==> src/hdl/lca_pkg.sv <==
// Shared types and constants for the life grid block.
// No dependencies; imported by lca_cell_rule and life_cellular_automaton_grid.
package lca_pkg;

  localparam int IDX_W       = 6;
  localparam int IN_TDATA_W  = 16;
  localparam int IN_TUSER_W  = 2;
  localparam int OUT_TDATA_W = 8;
  localparam int NCNT_W      = 4;

  localparam logic [NCNT_W-1:0] SURVIVE_LOW = NCNT_W'(2);
  localparam logic [NCNT_W-1:0] BIRTH_COUNT = NCNT_W'(3);

  typedef enum logic [IN_TUSER_W-1:0] {
    ACT_WRITE = 2'd0,
    ACT_STEP  = 2'd1,
    ACT_READ  = 2'd2,
    ACT_NONE  = 2'd3
  } action_t;

  // One 3x3 neighborhood; each column holds {below, center, above}.
  typedef struct packed {
    logic [2:0] left;
    logic [2:0] mid;
    logic [2:0] right;
  } win_t;

endpackage

==> src/hdl/lca_cell_rule.sv <==
// Neighbor count and B3/S23 rule for one cell, shared across the whole sweep.
// Depends on lca_pkg (win_t, count constants).
module lca_cell_rule
  import lca_pkg::*;
(
  input  win_t win,
  output logic alive
);

  logic [NCNT_W-1:0] count;

  always_comb begin
    count = NCNT_W'(win.left[0]) + NCNT_W'(win.left[1]) + NCNT_W'(win.left[2])
          + NCNT_W'(win.mid[0]) + NCNT_W'(win.mid[2])
          + NCNT_W'(win.right[0]) + NCNT_W'(win.right[1]) + NCNT_W'(win.right[2]);
    if (win.mid[1]) begin
      alive = (count == SURVIVE_LOW) || (count == BIRTH_COUNT);
    end else begin
      alive = (count == BIRTH_COUNT);
    end
  end

endmodule
==> config.mk <==
export PLATFORM = sky130hd
export DESIGN_NAME = lca_cell_rule
export DESIGN_NICKNAME = d
export VERILOG_FILES = /design/src/hdl/lca_pkg.sv /design/src/hdl/lca_cell_rule.sv
export SDC_FILE = /design/constraint.sdc
export NUM_CORES = 1
export LEC_CHECK = 0
export BUFFER_PORTS_ARGS = -buffer_cell sky130_fd_sc_hd__buf_2
export CAP_MARGIN = 20
export CORE_AREA = 5 5 42 44
export DETAILED_ROUTE_END_ITERATION = 16
export DIE_AREA = 0 0 47 49
export SETUP_SLACK_MARGIN = 0.05
export SLEW_MARGIN = 20
export SYNTH_ARGS = -nofsm -noshare
export SYNTH_HDL_FRONTEND = slang
export SYNTH_SLANG_ARGS = --single-unit
==> constraint.sdc <==
create_clock -name vclk -period 2.9
set_input_delay 0.29 -clock vclk [all_inputs]
set_output_delay 0.29 -clock vclk [all_outputs]
set_load 0.01 [all_outputs]
==> reports/metrics.cfg <==
[status]
outcome=finished, violations left
violations=setup timing

[worst_setup_path]
path_class=input port to output pin
end_kind=output pin
cp_max_fo=3
cp.arrival_ns=3.04
startpoint_type=input port
cp-endpoint=alive
startpoint=win[0]
crit_required_ns=2.61

[synthesis]
synth.area.top_cells=fa_1 40%, inv_1 21%, ha_1 19%
muxShareOfSynthArea_pct=0
synth-simple-area-share_pct=6.875
synth_xor_area_share_pct=0
synth-compound-area-share_pct=13.75
synth_fp_nets=39
synth_top_area_share_pct=40.00
ys_warn_count=0
synth-seq-area-share_pct=0
synth_area_per_cell_um2=8.704
yosysUniqueCellTypes=8
yosys.area_share.adder_pct=58.75
syn_area_um2=200.2
netlist_top_cells_count=11 x inv_1, 4 x fa_1, 3 x ha_1
yosysMostFrequentCell=inv_1
synth_top_cell_by_area=fa_1
synth_cells=23
synth_top_family_by_area=adder cells

[floorplan]
io_pins=10
fp.dieH_um=49
rows=14
initial_core_util_pct=14.29
die_x_um=47
die-area_um2=2303
coreArea_um2=1401

[final_layout]
design.seq.count=0
regArea_um2=0
final_nets=52
n_antenna_cell=0
final.clkbuf_count=0
fin_area_um2=289.0
area_growth_pct=44.37
drive_gt1_share_pct=44.12

[power_and_ir_drop]
pwr_density_cell_nw_per_um2=298.7
vdd_drop_max_mv=0.03770
p_comb_share_pct=100.0
p_total_mw=0.08633
p_switching_mw=0.04264
seq_power_share_pct=0
p_sw_share_pct=49.39
clkPwrFrac_pct=0
p_int_mw=0.04370
leakagePower_nw=0.1757

[global_route]
grt_use_total_pct=3.740
grt_pass1_wl_um=690
antenna_found_initial=0
grt_overflow=0
grt_pass1_vias=211
grt_max_degree=4

[placed_design]
port_buffers=10
dpl_cell_area_um2=275.3
place_hpwl_um=374.3
dp_slack_ns=-0.5212
routabilityCongestion=0.5768

[sta]
hold_viol=0
tightest_slew_ns=0.1631
setup_viol=1
relSlewSlack_pct=89.05
rsz0062_at_grt=true
hold_ws_ns=1.005
post-route-period-util_pct=114.8
setup_slack_ns=-0.4292
maxSlewViolCount=0
fmax_ghz=0.3004
finalCriticalPeriod_ns=3.329

[detailed_routing]
drtIter0Drc=0
drc=0
routed_via_density=3.600
wl_um=378
dr.pass1.iters=1
vias=180
avgRoutedWirePerCell_um=7.560
ant_nets=0

[clock_tree]
cts_hold_buf=0

[run]
max_cap_viol_count=0

[hold_path]
hold_path.class=input port to output pin

-- layout by cell type, fill, tap and decap left out --
master    instances
o211a_1           1
fa_1              3
ha_2              1
buf_4             1
o21ai_1           1
buf_6             1
buf_2             9
inv_2             1
fa_2              1
nand3b_1          1
ha_1              2
a211oi_2          1
inv_1            10
or2_1             1
-- power by group through the flow --
stage	Sequential (mW)	Combinational (mW)	Clock [mW]
finish	0	0.0863	0
global route	0	0.103	0
CTS	0	0.0905	0
detailed placement	0	0.0858	0
global placement	0	0.0811	0
floorplan	0	0.0604	0
-- layout make-up --
cell class                      instances  area (um2)
Timing Repair Buffer                   11       63.81
Multi-Input combinational cell         12       163.9
Inverter                               11       41.29
Tap cell                               16       20.02
Fill cell                             174        1112
-- worst min path at each step --
stage / from / slack [ns] / cells past startpoint / endpoint
2_1_floorplan: win[4] / 0.77 / 2 / alive
3_3_place_gp: win[4] / 1.02 / 4 / alive
3_5_place_dp: win[4] / 1.02 / 4 / alive
4_1_cts: win[4] / 1.02 / 4 / alive
5_1_grt: win[4] / 1.05 / 4 / alive
6_report: win[4] / 1.00 / 4 / alive
-- critical path, stage by stage --
cell and delay, ns:
buf_6 0.07, inv_2 0.03, fa_1 0.55, fa_1 0.44, fa_1 0.52, inv_1 0.04, ha_2 0.18, fa_2 0.35
o211a_1 0.22, a211oi_2 0.19, buf_2 0.16
-- routing by layer --
metal,vias up,track usage [%],routed length (um)
met1,86,2.876,104
met3,0,0,30
met2,4,9.050,242
met4,0,0,0
met5,-,0,0
li1,90,-,-
-- cells by family (layout without fill, tap and decap cells) --
family,Yosys count,in the layout
compound gates,3,3
fa+ha+maj,7,7
buf+inv,11,22
simple gates,2,2
-- what timing repair did --
action                                  CTS  global route
pin swaps                                 7             0
endpoints found under the setup margin    1             1
gates resized for setup                   2             0
setup buffers                             1             0
hold endpoints to repair                  0             0
-- per-stage QoR --
step	TNS (ns)	cells	utilization (%)
after global routing	-0.5336	50	20.63
after CTS	-0.4827	50	20.63
after global placement	-0.4747	49	19.64
final	-0.4292	50	20.63
after detailed placement	-0.5212	49	19.64
after floorplan	-0.2313	23	-
Note: power is estimated with default switching activity, not from simulation.
